$ cat src/hdl/qid_ram.sv
// ----------------------------------------------------------------------------
// qid_ram: generic single-port-write, single-port-read RAM
// One write and one read per cycle, read data registered.
// ----------------------------------------------------------------------------
module qid_ram #(
  parameter int Width = 8,
  parameter int Depth = 16
) (
  input  logic                     clk_i,
  input  logic                     we_i,
  input  logic [$clog2(Depth)-1:0] waddr_i,
  input  logic [Width-1:0]         wdata_i,
  input  logic                     re_i,
  input  logic [$clog2(Depth)-1:0] raddr_i,
  output logic [Width-1:0]         rdata_o
);

  logic [Width-1:0] mem_q [Depth];
  logic [Width-1:0] rdata_q;

  always_ff @(posedge clk_i) begin
    if (we_i) begin
      mem_q[waddr_i] <= wdata_i;
    end
    if (re_i) begin
      rdata_q <= mem_q[raddr_i];
    end
  end

  assign rdata_o = rdata_q;

endmodule

$ cat config.mk
export PLATFORM = sky130hd
export DESIGN_NAME = qid_ram
export DESIGN_NICKNAME = d
export VERILOG_FILES = /design/src/hdl/qid_ram.sv
export SDC_FILE = /design/constraint.sdc
export NUM_CORES = 1
export LEC_CHECK = 0
export ABC_AREA = 1
export ABC_CLOCK_PERIOD_IN_PS = 2350
export BUFFER_PORTS_ARGS = -buffer_cell sky130_fd_sc_hd__buf_2
export CORE_MARGIN = 2
export CORE_UTILIZATION = 29
export CTS_BUF_LIST = sky130_fd_sc_hd__clkbuf_16
export CTS_CLUSTER_SIZE = 8
export DETAILED_ROUTE_END_ITERATION = 10
export SLEW_MARGIN = 0
export SYNTH_ARGS = -nofsm -noshare
export SYNTH_HDL_FRONTEND = slang
export SYNTH_SLANG_ARGS = --single-unit
$ cat constraint.sdc
create_clock -name clk_i -period 2.35 [get_ports clk_i]
set_input_delay 0.235 -clock clk_i [delete_from_list [all_inputs] [get_ports clk_i]]
set_output_delay 0.235 -clock clk_i [all_outputs]
set_load 0.005 [all_outputs]
Yosys cells after proc, flatten, opt, wreduce, memory -nomap -nowiden
Memory sizes are Yosys's and may differ from the RTL's. A register that Yosys moved wholly into a read port is not among the register bits.
Cells that the tools add are included.
W data, S select, Z words.

storage, ports and cells
  memories = 1
  RAM bits = 128
  input bits = 19
  bits in registers = 0
  output and inout port bits = 8
  word-level logic and storage cells = 3
  latch bits = 0
  memory bits (read-only) = 0

cells by class
  equal/unequal tests = 0
  $lt $le $gt $ge = 0
  mux-type cells = 2
  multipliers = 0
  divide/modulo/power cells = 0
  shift-type cells = 0
  add/sub/neg operators = 0
  bitwise operators = 0
  reductions and logical operators = 0

memories
  memory  words  width  read ports  clocked after memory_dff  wr ports  RTL line  RTL
  mem_q   16     8      1           1                         1         18        logic [Width-1:0] mem_q [Depth];

operators by type and width
  cell     number
  $mux W1  2

Logic depth before layout (Yosys ltp)
Gate-level depths: netlist (run 1).

  depth after elaboration = 2
  depth in mapped cells = 8
  depth with buffers taken out = 7

Worst setup path after synthesis (run 1)
OpenSTA, ideal clock, no wires.

  kind = input -> register
  from = input waddr_i[2]
  to = memory mem_q[10][0] (enable)
  required time = 1.980 ns
  cell stages on the path = 2
  path buffers = 0
  setup time = 0.370 ns
  arrival time = 0.816 ns
  slack = 1.164 ns
  path through = nand3b_1 -> nor2_1

RTL lines
  item             RTL line  RTL
  start, declared  11        input logic [$clog2(Depth)-1:0] waddr_i,
  end, declared    18

No word-level cell before the write port.

==> impl_metrics.ini, run 1 <==
[status]
outcome = finished clean

[timing]
clock.fmax_ghz = 0.710
hold_viol_final = 0
setup_viol = 0
skew_ns = 0.0142
tns_ns = 0
worst_pin_slew_ns = 0.850
rsz0062_at_grt = false
slew_headroom_pct = 43.1
fin_crit_ns = 1.41
fin_ws_ns = 0.942
post-route-period-util_pct = 59.9
drv_slew = 0

[critical_path]
endpoint_kind = register
worstPathRequired_ns = 2.52
cp-start-kind = primary input
cp.arrival_ns = 1.58
critPathMostFrequentCell = nand3_1
critPathKind = in2reg
crit_path_max_fanout = 23
cpLargestDelayFamily = buffers and inverters
crit_slowest_cell = buf_4
r2r_cells = 6
cp_cell_sequence = buf_2 -> inv_2 -> buf_4 -> nand2_1 -> nand3_1 -> nand3_1 -> nand3_1 -> nand2_1
cp_num_buf_inv = 3
cpPeakStageDelay_ns = 0.38
path_depth = 8

[cts]
holdBufCountCts = 0
htreeDepth = 4
cts_setup_buffers = 0
root_buffer = clkbuf_16
clk_transition_reported_paths_ns = 0.06
clkSinkCount = 136
cts_buffer_depth = 2
cts_tree = yes
ctsResizeCount = 0
clk_latency_ns = 0.42
cts-buffers-inserted = 17

[global_route]
grt_use_met1_pct = 20.2
grtUsageMet2_pct = 20.2
grt_first_pass_wirelength_um = 22000
grt_remaining_overflow = 0
track_usage_pct = 13.8
grt_pass1_vias = 3724
met3_usage_pct = 2.98
top_usage_layer = met1
grt_max_degree = 65
antenna_found_initial = 0

[placed_design]
place_inst = 831
gp_congestion = 0.782
port-buffer-count = 26
dpl_worst_slack_ns = 0.529
hpwl_um = 8690
place_area_um2 = 6250

[layout]
fillers = 2013
finalInstanceArea_um2 = 6890
nets = 604
drive_gt1_share_pct = 11.7
multi_input_area_um2 = 1210
syn_to_final_growth_pct = 17.8
seq_area_um2 = 4080
diodes = 0
instances_no_fill = 863

[yosys]
ys.flop_type = edfxtp_1
synth-seq-cells = 136
yosysSeqAreaShare_pct = 69.8
synth_edf_count = 136
syn_area_um2 = 5850
ys_types = 11
synth_area_leaders = edfxtp_1 70%, nand2_1 11%, nand3_1 8.3%, inv_1 6.4%, buf_6 1.2%
synthArstFlopShare_pct = 0
synth_top_area_share_pct = 69.8
synth_cells = 551
syn_area_per_cell_um2 = 10.6
syn_nets = 570
yosys_warnings = 0
synth_top_cell_by_area = edfxtp_1
yosysMostFrequentCell = nand2_1
yosys-top-cells-count = 173 x nand2_1, 136 x edfxtp_1, 100 x inv_1, 97 x nand3_1, 17 x nor2_1

[routing]
ant_nets = 0
via_per_inst = 4.51
firstDrtPassIters = 5
vias = 3891
drt-initial-drc-count = 412
wirelength_um = 14200
drcViolationCount = 0
wl_per_cell_um = 16.4

[die]
rows = 51
pin_count = 27
die_x_um = 146
core-area_um2 = 19700
initial_core_util_pct = 29.7
fp.dieArea_um2 = 21300
die_h_um = 146

[flow_run]
maxCapViolCount = 0

[power]
irDropWorstVdd_uv = 569
p_per_area_nw_per_um2 = 860
p_leak_uw = 0.00290

[worst_hold_path]
hold_depth = 1
hold_path_class = in2reg
-- cell type report --
cell class,instances,area share [%]
clock buffers,17,6.18
clock inverters,15,3.02
inverters,102,5.56
multi-input cells,289,17.6
flip-flops and latches,136,59.3
well taps,265,4.82
repair buffers,39,3.49
-- routing by layer --
metal	up-vias	routed length, um
li1	1849	-
met3	17	891
met2	156	6350
met5	-	0
met4	0	217
met1	1869	6710
-- through the flow --
step                      power, uW  utilization, %  hold slack, ns
after CTS                      5960            35.0           0.197
after global placement         3130            31.8           0.624
final                          5920            35.0           0.204
after detailed placement       3130            31.8           0.632
after floorplan                2990               -           0.334
after global routing           6100            35.0           0.200
-- state kept, by name (all words and copies together), names as in the netlist --
register / count
rdata_o: 8
mem_q: 128
-- placed cells by master, fill, tap and decap left out --
cell,n
buf_4,12
nand2_1,173
inv_2,2
nor2_1,17
clkbuf_16,17
clkinvlp_4,3
nand3_1,97
clkinv_2,3
bufinv_16,5
inv_1,100
clkinv_4,1
buf_2,26
edfxtp_1,136
clkinv_1,3
buf_12,1
nand3b_1,2
-- final timing paths --
kind               startpoint  slack (ns)         end
setup / recovery   raddr_i[0]        0.94  rdata_o[0]
hold / removal           re_i        0.20  rdata_o[6]
setup reg to reg  mem_q[9][5]        1.12  rdata_o[5]
hold reg to reg   mem_q[9][7]        0.75  rdata_o[7]
-- where the power goes --
| group | switching (uW) | internal [uW] | total, uW |
|---|---|---|---|
| Sequential | 18.7 | 2730 | 2750 |
| Clock | 973 | 1860 | 2840 |
| Combinational | 240 | 91.2 | 331 |
| Total | 1230 | 4690 | 5920 |
-- cell families (layout without fill, tap and decap cells) --
family,Yosys count,in the layout,synth area share (%)
flip-flops,136,136,69.8
buffers and inverters,126,173,9.39
AND/OR/NAND/NOR,289,289,20.8
Note: power is estimated with default switching activity, not from simulation.
==> inputs of run 2 (changes only) <==
--- a/config.mk
+++ b/config.mk
@@ -5,8 +5,8 @@
 export SDC_FILE = /design/constraint.sdc
 export NUM_CORES = 1
 export LEC_CHECK = 0
-export ABC_AREA = 1
-export ABC_CLOCK_PERIOD_IN_PS = 2350
+export ABC_AREA = 0
+export ABC_CLOCK_PERIOD_IN_PS = 1300
 export BUFFER_PORTS_ARGS = -buffer_cell sky130_fd_sc_hd__buf_2
 export CORE_MARGIN = 2
 export CORE_UTILIZATION = 29
==> constraint.sdc (replaced) <==
create_clock -name clk_i -period 1.3 [get_ports clk_i]
set_input_delay 0.13 -clock clk_i [delete_from_list [all_inputs] [get_ports clk_i]]
set_output_delay 0.13 -clock clk_i [all_outputs]
set_load 0.005 [all_outputs]
==> impl_metrics.ini, run 2 <==
[critical_path]
r2r-end = rdata_o[1]
reg2reg_from = mem_q[3][1]
endpoint_kind = register
crit_path_max_fanout = 1
crit_path_end = rdata_o[1]
cp-start-kind = register
cp.arrival_ns = 1.56
worstPathRequired_ns = 1.44
startpoint = mem_q[3][1]
rrSetupSlack_ns = -0.12
critPathKind = reg2reg
r2r_cells = 3

[cts]
cts-buffers-inserted = 17
root_buffer = clkbuf_16
clkSinkCount = 136
cts_setup_buffers = 0
cts_tree = yes
clk_latency_ns = 0.40
htreeDepth = 4
clk_transition_reported_paths_ns = 0.05
cts_buffer_depth = 2

[routing]
drcViolationCount = 0
ant_nets = 0
wl_per_cell_um = 19.6
drt-initial-drc-count = 227
via_per_inst = 4.59
firstDrtPassIters = 4
wirelength_um = 10500
vias = 2454

[global_route]
grt_remaining_overflow = 0
grt_first_pass_wirelength_um = 16200
antenna_found_initial = 1
grt_pass1_vias = 2732
grt_max_degree = 18
track_usage_pct = 11.7

[yosys]
synth_cells = 229
synthArstFlopShare_pct = 0
ys_types = 18
synth_area_leaders = edfxtp_1 78%, mux4_2 7.8%, mux4_1 7.0%, a22oi_1 2.3%, nor2_1 0.93%
synth-seq-cells = 136
syn_area_um2 = 5230
syn_area_per_cell_um2 = 22.8
yosysSeqAreaShare_pct = 78.1
yosys-top-cells-count = 136 x edfxtp_1, 18 x mux4_2, 16 x a22oi_1, 14 x mux4_1, 13 x nor2_1
synth_edf_count = 136
synth_top_area_share_pct = 78.1
ys.flop_type = edfxtp_1
yosysMostFrequentCell = edfxtp_1
synth_top_cell_by_area = edfxtp_1
syn_nets = 248
yosys_warnings = 0

[worst_hold_path]
hold_depth = 1
hold_path_class = in2reg

[placed_design]
port-buffer-count = 26
dpl_worst_slack_ns = -0.397
hpwl_um = 6980
place_inst = 507
gp_congestion = 0.691
place_area_um2 = 5800

[layout]
finalInstanceArea_um2 = 6330
diodes = 0
instances_no_fill = 535
final_util_pct = 35.5
nets = 315
largest_reg_flops = 128
syn_to_final_growth_pct = 21.1
mostFrequentLayoutCell = edfxtp_1
drive_gt1_share_pct = 42.5
regMostFlops = mem_q
final_cell_mix = 136 x edfxtp_1, 32 x mux4_2, 30 x buf_4, 26 x buf_2, 17 x clkbuf_16

[die]
pin_count = 27
initial_core_util_pct = 29.3
rows = 49
die_h_um = 138
core-area_um2 = 17800
fp.dieArea_um2 = 19100
die_x_um = 138

[timing]
clock.fmax_ghz = 0.702
skew_ns = 0.00831
fin_ws_ns = -0.124
hold_viol_final = 0
drv_slew = 0
rsz0062_at_grt = true
setup_viol = 8
post-route-period-util_pct = 110
slew_headroom_pct = 35.2
worst_pin_slew_ns = 0.968
fin_crit_ns = 1.42

[power]
p_per_area_nw_per_um2 = 1470
p_leak_uw = 0.00209
power_uw = 9330
irDropWorstVdd_uv = 618

[flow_run]
maxCapViolCount = 0

[status]
outcome = complete, but fails checks
violations = negative setup slack
[run 2: what timing repair did]
item / in CTS / in global routing
hold buffers: 0 / 0
gates resized for setup: 6 / 9
pin swaps: 2 / 2
endpoints found under the setup margin: 8 / 8
[run 2: cell families after synthesis]
family	synth area share [%]
AOI/OAI and AO/OA	2.30
buffers and inverters	1.65
DFF	78.1
muxes	14.8
and+or+nand+nor	3.14
[run 2: area by class of cell]
| class | count | area, um^2 |
|---|---|---|
| well taps | 229 | 287 |
| repair buffers | 58 | 395 |
| flip-flops and latches | 136 | 4080 |
| clock buffers | 17 | 425 |
| clock inverters | 12 | 51.3 |
| fillers | 1623 | 11500 |
| multi-input cells | 83 | 1090 |
[run 2: worst min-delay path by stage]
stage | from | to | slack [ns]
after floorplan | wdata_i[0] | mem_q[0][0] | 0.23
after global placement | re_i | rdata_o[5] | 0.50
after detailed placement | re_i | rdata_o[1] | 0.50
after CTS | re_i | rdata_o[1] | 0.08
after global routing | re_i | rdata_o[1] | 0.09
final | re_i | rdata_o[1] | 0.09
[run 2: where the power goes]
part	total (uW)	leakage (uW)	internal, uW	switching [uW]
Sequential	4980	0.00124	4950	27.8
Clock	3840	0.000259	2320	1510
Combinational	516	0.000596	236	280
Total	9330	0.00209	7510	1820
[run 2: critical path, cell delays in order (launching register included)]
cell,delay (ns)
edfxtp_1,0.37
mux4_2,0.49
a22oi_2,0.19
nand2_2,0.11
[run 2: layer usage]
metal	track usage [%]	share of wire, %
met1	15.4	43
met5	0	0.12
met3	4.26	6.5
met2	17.9	49
met4	4.24	1.0
[run 2: metrics by stage]
stage                     setup TNS (ns)  hold slack (ns)
after floorplan                    -3.17            0.229
after global placement             -5.55            0.498
after detailed placement           -5.56            0.503
after CTS                         -0.879           0.0808
after global routing               -1.06           0.0902
final                             -0.622           0.0886
