### src/hdl/qid_pkg.sv
// ----------------------------------------------------------------------------
// qid_pkg: shared types and constants for the queue ID pool allocator
// Sizes of the ID space and handle storage, beat payloads, status codes and
// the write-back bundle between the core and its memories.
// ----------------------------------------------------------------------------
package qid_pkg;

  // Size of the ID space (ID 0 is reserved) and stored handle bits.
  localparam int IdCount    = 4096;
  localparam int HandleBits = 32;

  // Fixed field widths of the beat payloads.
  localparam int QidFieldW    = 12;
  localparam int HandleFieldW = 32;

  // Internal widths derived from the constants above.
  localparam int IdW = $clog2(IdCount);
  localparam int HbW = (HandleBits < HandleFieldW) ? HandleBits : HandleFieldW;

  typedef enum logic [1:0] {
    OP_ALLOC   = 2'd0,
    OP_RELEASE = 2'd1,
    OP_LOOKUP  = 2'd2
  } op_e;

  typedef enum logic [2:0] {
    ST_OK          = 3'd0,
    ST_EMPTY       = 3'd1,
    ST_BAD_ID      = 3'd2,
    ST_NOT_BOUND   = 3'd3,
    ST_ZERO_HANDLE = 3'd4
  } status_e;

  typedef struct packed {
    logic [1:0]              operation;
    logic [QidFieldW-1:0]    queue_id;
    logic [HandleFieldW-1:0] handle;
  } req_t;

  typedef struct packed {
    status_e                 status;
    logic [QidFieldW-1:0]    granted_id;
    logic [HandleFieldW-1:0] found_handle;
  } resp_t;

  // One write-back to both tables, at the same entry.
  typedef struct packed {
    logic           we;
    logic [IdW-1:0] addr;
    logic [IdW-1:0] link;
    logic [HbW-1:0] handle;
  } wr_t;

endpackage

### src/hdl/qid_core.sv
// ----------------------------------------------------------------------------
// qid_core: free-stack and binding read-modify-write engine
// Issues the table read when a beat is taken, then decides the result and
// the write-back in the next cycle from the read data.
// ----------------------------------------------------------------------------
module qid_core (
  input  logic                         clk_i,
  input  logic                         rst_ni,
  input  logic                         start_i,
  input  qid_pkg::req_t                req_i,
  input  logic                         exec_i,
  input  logic [qid_pkg::IdW-1:0]      link_rdata_i,
  input  logic [qid_pkg::HbW-1:0]      handle_rdata_i,
  output logic [qid_pkg::IdW-1:0]      rd_addr_o,
  output qid_pkg::wr_t                 wr_o,
  output qid_pkg::resp_t               resp_o
);

  localparam int IdW = qid_pkg::IdW;
  localparam int HbW = qid_pkg::HbW;

  // Free stack top (0 = empty) and lowest ID never handed out.
  logic [IdW-1:0] top_q, top_d;
  logic [IdW:0]   fresh_q, fresh_d;

  // Request captured at the read.
  logic [1:0]     op_q;
  logic           id_ok_q;
  logic [IdW-1:0] addr_q;
  logic [HbW-1:0] handle_q;

  logic           fresh_hit;
  logic [IdW-1:0] fresh_link;
  logic [IdW-1:0] pop_link;
  logic [HbW-1:0] bound;
  logic           id_ok;

  assign rd_addr_o = (req_i.operation == qid_pkg::OP_ALLOC) ? top_q
                                                            : IdW'(req_i.queue_id);
  assign id_ok = (req_i.queue_id != '0) &&
                 (32'(req_i.queue_id) < 32'(qid_pkg::IdCount));

  always_ff @(posedge clk_i) begin
    if (start_i) begin
      op_q     <= req_i.operation;
      id_ok_q  <= id_ok;
      addr_q   <= rd_addr_o;
      handle_q <= HbW'(req_i.handle);
    end
  end

  // Entries at or above the fresh mark were never written: links follow the
  // reset chain and bindings read as zero.
  assign fresh_hit  = ({1'b0, top_q} == fresh_q);
  assign fresh_link = (({1'b0, top_q} + (IdW+1)'(1)) == (IdW+1)'(qid_pkg::IdCount))
                      ? '0 : top_q + IdW'(1);
  assign pop_link   = fresh_hit ? fresh_link : link_rdata_i;
  assign bound      = ({1'b0, addr_q} < fresh_q) ? handle_rdata_i : '0;

  always_comb begin
    top_d         = top_q;
    fresh_d       = fresh_q;
    wr_o.we       = 1'b0;
    wr_o.addr     = addr_q;
    wr_o.link     = top_q;
    wr_o.handle   = '0;
    resp_o        = '0;
    resp_o.status = qid_pkg::ST_OK;
    case (op_q)
      qid_pkg::OP_ALLOC: begin
        if (handle_q == '0) begin
          resp_o.status = qid_pkg::ST_ZERO_HANDLE;
        end else if (top_q == '0) begin
          resp_o.status = qid_pkg::ST_EMPTY;
        end else begin
          resp_o.granted_id = qid_pkg::QidFieldW'(top_q);
          top_d             = pop_link;
          if (fresh_hit) begin
            fresh_d = fresh_q + (IdW+1)'(1);
          end
          wr_o.we     = exec_i;
          wr_o.link   = link_rdata_i;
          wr_o.handle = handle_q;
        end
      end
      qid_pkg::OP_RELEASE: begin
        if (!id_ok_q) begin
          resp_o.status = qid_pkg::ST_BAD_ID;
        end else if (bound == '0) begin
          resp_o.status = qid_pkg::ST_NOT_BOUND;
        end else begin
          wr_o.we   = exec_i;
          wr_o.link = top_q;
          top_d     = addr_q;
        end
      end
      qid_pkg::OP_LOOKUP: begin
        if (!id_ok_q) begin
          resp_o.status = qid_pkg::ST_BAD_ID;
        end else begin
          resp_o.found_handle = qid_pkg::HandleFieldW'(bound);
        end
      end
      default: begin
        resp_o.status = qid_pkg::ST_OK;
      end
    endcase
  end

  always_ff @(posedge clk_i or negedge rst_ni) begin
    if (!rst_ni) begin
      top_q   <= IdW'(1);
      fresh_q <= (IdW+1)'(1);
    end else if (exec_i) begin
      top_q   <= top_d;
      fresh_q <= fresh_d;
    end
  end

endmodule

### config.mk
export PLATFORM = sky130hd
export DESIGN_NAME = qid_core
export DESIGN_NICKNAME = d
export VERILOG_FILES = /design/src/hdl/qid_pkg.sv /design/src/hdl/qid_core.sv
export SDC_FILE = /design/constraint.sdc
export NUM_CORES = 1
export LEC_CHECK = 0
export ABC_AREA = 1
export BUFFER_PORTS_ARGS = -buffer_cell sky130_fd_sc_hd__clkbuf_2
export CAP_MARGIN = 20
export CORE_MARGIN = 3
export CORE_UTILIZATION = 48
export CTS_CLUSTER_DIAMETER = 60
export CTS_CLUSTER_SIZE = 40
export DETAILED_ROUTE_END_ITERATION = 8
export PLACE_DENSITY = 0.81
export SETUP_SLACK_MARGIN = 0.02
export SYNTH_ARGS = -nofsm -noshare
export SYNTH_HDL_FRONTEND = slang
export SYNTH_SLANG_ARGS = --single-unit
export TNS_END_PERCENT = 20
### constraint.sdc
create_clock -name clk_i -period 2.8 [get_ports clk_i]
set_input_delay 0.28 -clock clk_i [delete_from_list [all_inputs] [get_ports clk_i]]
set_output_delay 0.28 -clock clk_i [all_outputs]
set_load 0.005 [all_outputs]
### After elaboration in Yosys (flattened, before gate mapping)

Cells that the tools add are included.

* equal/unequal tests: 8
* order comparisons: 1
* multiplexer cells: 29
* reduce and logical (&&, ||, !) cells: 9
* $add $sub $neg: 3
* bitwise operators: 2

Operators by type and width (count)
* 2-to-1 mux 12 bit: 11
* 2-to-1 mux 32 bit: 4
* 2-to-1 mux 44 bit: 2
* zero test 32 bit: 2
* one-hot mux 12 bit (2 select lines): 1
* adder 12 x 1 -> 13 bit (second input constant): 1
* adder 13 x 1 -> 13 bit (second input constant): 1
* == test 12 x 13 -> 1 bit: 1
* == test 13 bit (second input constant): 1
* < comparator 12 x 13 -> 1 bit: 1
* adder 12 x 1 -> 12 bit (second input constant): 1
* zero test 12 bit: 1
* nonzero test 12 bit: 1
* one-hot mux 3 bit (3 select lines): 1
* inequality test 2 bit (second input constant): 4
* 2-to-1 mux 2 bit: 3
* AND reduction 6 bit: 1
* 2-to-1 mux 1 bit: 5
* AND reduction 5 bit: 1
* zero test 2 bit: 2
* 2-to-1 mux 3 bit: 1
* == test 2 x 1 -> 1 bit (second input constant): 1
* == test 2 bit (second input constant): 1
* NOT 1 bit: 2
* 2 further kinds: 2

* register bits: 72
* bits of input ports: 94
* word-level logic and storage cells: 58
* output and inout bits: 116

### Longest topological paths before layout

Gate-level depths: netlist (run 1).

* depth after elaboration: 7
* mapped depth: 18
* gate-level depth less buffers: 16

### Worst setup path after synthesis (run 1)

Ideal clock, no wire load.

* path kind: reg-to-output
* from: reg addr_q[10]
* to: out resp_o[45] in the netlist's numbering
* data arrival time: 1.984 ns
* required time: 2.520 ns
* stages on the path, launching flop included: 14
* slack: 0.536 ns
* path through: edfxtp_1 ha_1 nand2_1 nor2_2 nand3b_1 nor2_2 nor2_2 buf_6 o41ai_1 nand2_1 nor2_2 nand3_4 buf_6 a21oi_1

RTL lines
* from (decl): line qid_core.sv:29 `logic [IdW-1:0] addr_q;`
* from (signal assigned): line qid_core.sv:47 `addr_q <= rd_addr_o;`
* to (decl): line qid_core.sv:16 `output qid_pkg::resp_t resp_o`

==> results of run 1 <==
metrics by stage:
stage	hold slack, ns	power [mW]	setup slack (ns)
5_1_grt	0.0805	3.05	-0.131
2_1_floorplan	-0.0156	1.69	0.536
3_5_place_dp	0.347	2.06	0.325
3_3_place_gp	0.338	2.04	0.369
6_report	0.0870	2.91	-0.0424
4_1_cts	0.0872	2.86	0.0101
repair_timing:
item	4_1_cts	5_1_grt
setup buffers	16	15
gates cloned	3	0
pin swaps	15	18
hold endpoints to repair	23	0
hold buffers	1	0
gates resized for setup	16	32
setup endpoints to repair	25	76
area by class of cell:
| cell class | instances | area (um^2) | share of cell area, % |
|---|---|---|---|
| clock buffers | 9 | 124 | 1.87 |
| clock inverters | 7 | 61.3 | 0.928 |
| repair buffers | 256 | 1490 | 22.5 |
| well taps | 129 | 161 | 2.44 |
| flip-flops and latches | 72 | 2040 | 30.9 |
| inverters | 82 | 308 | 4.66 |
| multi-input cells | 437 | 2430 | 36.7 |
per-layer routing:
metal | wire length (um) | track usage, %
met1 | 6290 | 35.5
met2 | 8420 | 52.4
met3 | 1790 | 8.52
met4 | 564 | 9.93
met5 | 0 | 0
power by group through the flow:
stage                     Combinational [mW]  Clock [mW]  Sequential, mW
after global placement                 0.690           0            1.35
after detailed placement               0.705           0            1.35
after global routing                   0.858       0.851            1.35
after CTS                              0.734       0.793            1.33
final                                  0.783       0.795            1.34
after floorplan                        0.377           0            1.31
synth_stat cells, drive strengths merged:
| cell | number |
|---|---|
| o41ai | 8 |
| o21ai | 18 |
| buf | 8 |
| o22ai | 3 |
| nand3 | 26 |
| nor4 | 6 |
| inv | 82 |
| nor2 | 136 |
| nand4 | 16 |
| nand2 | 131 |
| xnor2 | 3 |
| nand3b | 3 |
| a21oi | 39 |
| or2 | 1 |
| ha | 14 |
| xor2 | 20 |
| nor3 | 13 |
| dfrtp | 23 |
| dfstp | 2 |
| edfxtp | 47 |
| clkbuf | 16 |
cell families (layout without fill, tap and decap cells):
kind of cell / count (synthesis) / in the layout / share of synthesized area (%)
simple gates: 332 / 332 / 31.2
flops: 72 / 72 / 43.6
fa+ha+maj: 14 / 14 / 3.75
buf+inv: 106 / 354 / 9.15
compound gates: 68 / 68 / 8.00
xor+xnor: 23 / 23 / 4.31
registers in the layout, indices dropped and copies added, names as in the netlist:
name,count
addr_q,12
fresh_q,13
handle_q,32
id_ok_q,1
op_q,2
top_q,12
final timing paths:
check                                startpoint                endpoint  depth (start not counted)
hold / removal                         req_i[2]   handle_q[2]$_DFFE_PP_                          1
hold reg to reg            top_q[0]$_DFFE_PN1P_    top_q[0]$_DFFE_PN1P_                          2
setup / recovery            addr_q[6]$_DFFE_PP_              resp_o[44]                         12
setup reg to reg            addr_q[6]$_DFFE_PP_    top_q[7]$_DFFE_PN0P_                         14
max in group asynchronous                rst_ni  fresh_q[5]$_DFFE_PN0P_                          2
min in group asynchronous                rst_ni  fresh_q[7]$_DFFE_PN0P_                          2
critical path: stages (launching register included):
cell	delay (ns)
edfxtp_1	0.54
ha_4	0.33
nand2_1	0.05
nand3b_1	0.19
nor2_2	0.17
nor2_4	0.07
clkbuf_16	0.16
o41ai_4	0.06
nand2_2	0.11
nor2_4	0.16
nand4_1	0.12
o21ai_1	0.10
buf_2	0.14
==> flow_summary.ini, run 1 <==
[status]
status = finished with violations
violations = setup timing

[timing]
hold_viol = 0
fin_crit_sh_pct = 102
slew_headroom_pct = 34.0
slew_viol_final = 0
finClkSkew_ns = 0.0108
timing.fmax_mhz = 352
finalSetupViolCount = 3
setup_ws_ns = -0.0424
worst_pin_slew_ns = 0.988
setup_tns_ns = -0.124
rsz0062_at_grt = yes
finalCriticalPeriod_ns = 2.84

[setup_path]
crit_path_max_fanout = 4
start_kind = flop
crit_required_ns = 2.52
rrSetupSlack_ns = 0.35
crit_type = flop to output port
crit_arrival_ns = 2.56
cp-end-kind = output port

[yosys]
yosys.area.top_type = edfxtp_1
synth.cell_area_mm2 = 0.00467
yosys_register_bits = 72
syn_area_per_cell_um2 = 7.60
synthesis.nets = 723
ys_top_cells_by_area = edfxtp_1 (30%), dfrtp_1 (12%), nor2_1 (10%)
ys_warn_count = 0
synth_top_cell_area_share_pct = 30.2
synth_cell_types = 32
synthCells = 615
yosysSeqAreaShare_pct = 43.6

[floorplanning]
fp.coreArea_mm2 = 0.00937
die_area_mm2 = 0.0110
initial_core_util_pct = 49.9
pin_count = 210
fp-row-count = 35
die_h_um = 105
chipWidth_um = 105

[finish]
num_antenna_cells = 0
fin_util_pct = 70.5
nNetsFinal = 966
final_cells = 992
syn_to_final_growth_pct = 41.4
final_cell_mix = clkbuf_2 (205), nor2_1 (125), nand2_1 (121), inv_1 (70), edfxtp_1 (47)
fillers = 775
drive_gt1_share_pct = 38.0
design_area_mm2 = 0.00661
layout_commonest_cell = clkbuf_2

[placed_design]
place_area_mm2 = 0.00586
routabilityCongestion = 0.918
dp_hpwl_mm = 12.5
portBuffers = 209
post-place-cells = 941

[power_and_ir_drop]
p_leak_nw = 3.49
combPwrFrac_pct = 26.8
clockPowerShare_pct = 27.3
p_per_area_mw_per_mm2 = 441
seq_power_share_pct = 45.9
netSwitchingPower_mw = 1.03
ir_worst_vdd_mv = 0.317
switching_share_pct = 35.2
power.internal_mw = 1.89

[drt]
routed-via-count = 5358
viasPerCell = 5.40
drt-pass1-iter-count = 5
drtAntennaViolNets = 0
first_iter_violations = 488
wl_per_cell_um = 17.2
drc = 0
wl_mm = 17.1

[grt]
antenna_found_initial = 0
globalRouteOverflowTotal = 0
grt_max_degree = 48
grt_pass1_vias = 5226
grt_pass1_wl_mm = 26.3
track_usage_pct = 30.0

[run]
max_cap_violations = 0

[hold_path]
hold_path_class = input port to flop

[clocking]
path_clk_slew_ns = 0.09
clock_path_buffers = 2
clock_latency_ns = 0.36
cts_tree = yes
htreeDepth = 3
cts_buffers = 9
clock-sinks = 72
root_buffer = clkbuf_8
Note: power is estimated with default switching activity, not from simulation.
==> run 2: changes to the inputs <==
CORE_MARGIN = not set   (was 3)
SLEW_MARGIN = 20   (was not set)
==> flow_summary.ini, run 2 (synthesis gave the netlist of run 1 again) <==
[timing]
worst_pin_slew_ns = 0.994
rsz0062_at_grt = yes
setup_tns_ns = -0.0175
finalCriticalPeriod_ns = 2.82
slew_headroom_pct = 33.6
hold_ws_ns = 0.0830
timing.fmax_mhz = 355
finalSetupViolCount = 1
fin_crit_sh_pct = 101
setup_ws_ns = -0.0175
hold_viol = 0
finClkSkew_ns = 0.0172
slew_viol_final = 0

[setup_path]
crit_arrival_ns = 2.54
cp_slowest_cell = edfxtp_1
cp-end-kind = output port
setup.worst_path.start = addr_q[11]$_DFFE_PP_
crit_path_cell_trace = ha_4 > nand2_4 > nor2_4 > nand3b_1 > nor2_2 > nor2_4 > clkbuf_16 > o41ai_4 > nand2_1 > nor2_4 > nand3_4 > a21oi_2 > buf_2
crit_type = flop to output port
r2r_start = addr_q[11]$_DFFE_PP_
crit_required_ns = 2.52
rrSetupSlack_ns = 0.29
crit_top_cell = nor2_4
cp_num_buf_inv = 2
cpPeakStageDelay_ns = 0.50
cp.depth = 13
worstSetupEndpoint = resp_o[45]
start_kind = flop
cp_top_family = simple AND/OR/NAND/NOR gates
r2r_cells = 15
worstReg2RegEnd = top_q[10]$_DFFE_PN0P_
crit_path_max_fanout = 5

[finish]
reg_top3 = handle_q: 32 flops, fresh_q: 13 flops
drive_gt1_share_pct = 36.6
fillers = 776
syn_to_final_growth_pct = 39.7
design_area_mm2 = 0.00653
final_cell_mix = clkbuf_2 (204), nand2_1 (124), nor2_1 (123), inv_1 (72), edfxtp_1 (47)
top_register = handle_q
nNetsFinal = 961
num_antenna_cells = 0
layout_commonest_cell = clkbuf_2
largest_reg_flops = 32

[grt]
grt_use_met2_pct = 55.1
busiest_layer = met2
antenna_found_initial = 0
grt_pass1_vias = 4905
grt_max_degree = 41
use_met1_pct = 39.2
grt_pass1_wl_mm = 24.5
track_usage_pct = 32.0
met3_usage_pct = 6.24
globalRouteOverflowTotal = 0

[status]
status = finished with violations
violations = setup timing

[placed_design]
place_area_mm2 = 0.00587
portBuffers = 209
dp_hpwl_mm = 12.4
routabilityCongestion = 0.932

[power_and_ir_drop]
power_mw = 2.99
p_leak_nw = 3.48
ir_worst_vdd_mv = 0.341
p_per_area_mw_per_mm2 = 458

[clocking]
htreeDepth = 3
cts_tree = yes
clock_latency_ns = 0.36
root_buffer = clkbuf_8
clock_path_buffers = 2
path_clk_slew_ns = 0.10
clock-sinks = 72
cts_buffers = 9

[drt]
drt-pass1-iter-count = 5
first_iter_violations = 390
wl_mm = 16.7
wl_per_cell_um = 16.9
drtAntennaViolNets = 0
viasPerCell = 5.27
routed-via-count = 5201
drc = 0

[run]
max_cap_violations = 0

[floorplanning]
chipWidth_um = 101
fp.coreArea_mm2 = 0.00933
pin_count = 210
fp-row-count = 35
die_h_um = 101
die_area_mm2 = 0.0101
initial_core_util_pct = 50.1

[hold_path]
hold_path_class = input port to flop
## run 2: through the flow
step | cells | setup WS [ns] | utilization, %
after floorplan | 615 | 0.536 | -
after global placement | 942 | 0.389 | 63.0
after detailed placement | 942 | 0.334 | 63.0
after CTS | 972 | 0.00555 | 67.8
after global routing | 987 | -0.159 | 70.0
final | 987 | -0.0175 | 70.0
## run 2: report_power, final
| group | leakage, nW | switching [mW] | total, mW | internal (mW) |
|---|---|---|---|---|
| Sequential | 0.753 | 0.0999 | 1.34 | 1.24 |
| Combinational | 2.63 | 0.456 | 0.756 | 0.299 |
| Clock | 0.102 | 0.473 | 0.901 | 0.428 |
| Total | 3.48 | 1.03 | 2.99 | 1.97 |
## run 2: worst register-to-register path, cell delays in order, from the launching register on
cell and delay [ns]:
edfxtp_1 0.50, ha_4 0.33, nand2_4 0.05, nor2_4 0.10
nand3b_1 0.09, nor2_2 0.16, nor2_4 0.07, clkbuf_16 0.16
o41ai_4 0.05, nand2_1 0.14, nor2_4 0.15, nand3_4 0.12
buf_4 0.15, buf_4 0.17, nand3_1 0.10, nand2_1 0.06
## run 2: layout make-up
type	count	area (um^2)	area share, %
Sequential cell	72	2040	31.2
Clock inverter	7	81.3	1.24
Timing Repair Buffer	251	1450	22.2
Inverter	82	308	4.71
Tap cell	129	161	2.47
Multi-Input combinational cell	437	2370	36.3
Clock buffer	9	124	1.90
## run 2: metal layers
layer | up-vias | part of all wire, %
li1 | 2473 | -
met1 | 2409 | 37
met2 | 274 | 51
met3 | 45 | 8.8
met4 | 0 | 3.1
met5 | - | 0
## run 2: what timing repair did
action | CTS | global route
setup buffers | 10 | 15
gates resized for setup | 14 | 27
cloned | 3 | 0
setup endpoints to repair | 3 | 75
endpoints found under the hold margin | 23 | 0
pin swaps | 14 | 19
hold buffers | 1 | 0
## run 2: worst min-delay path by stage
stage               depth (start not counted)      from                      end  slack, ns
floorplan                                   0    rst_ni  fresh_q[10]$_DFFE_PN0P_      -0.02
global placement                            1    rst_ni   fresh_q[9]$_DFFE_PN0P_       0.34
detailed placement                          1    rst_ni   fresh_q[9]$_DFFE_PN0P_       0.34
CTS                                         1  req_i[3]    handle_q[3]$_DFFE_PP_       0.08
global route                                1  req_i[1]    handle_q[1]$_DFFE_PP_       0.08
finish                                      1  req_i[3]    handle_q[3]$_DFFE_PP_       0.08
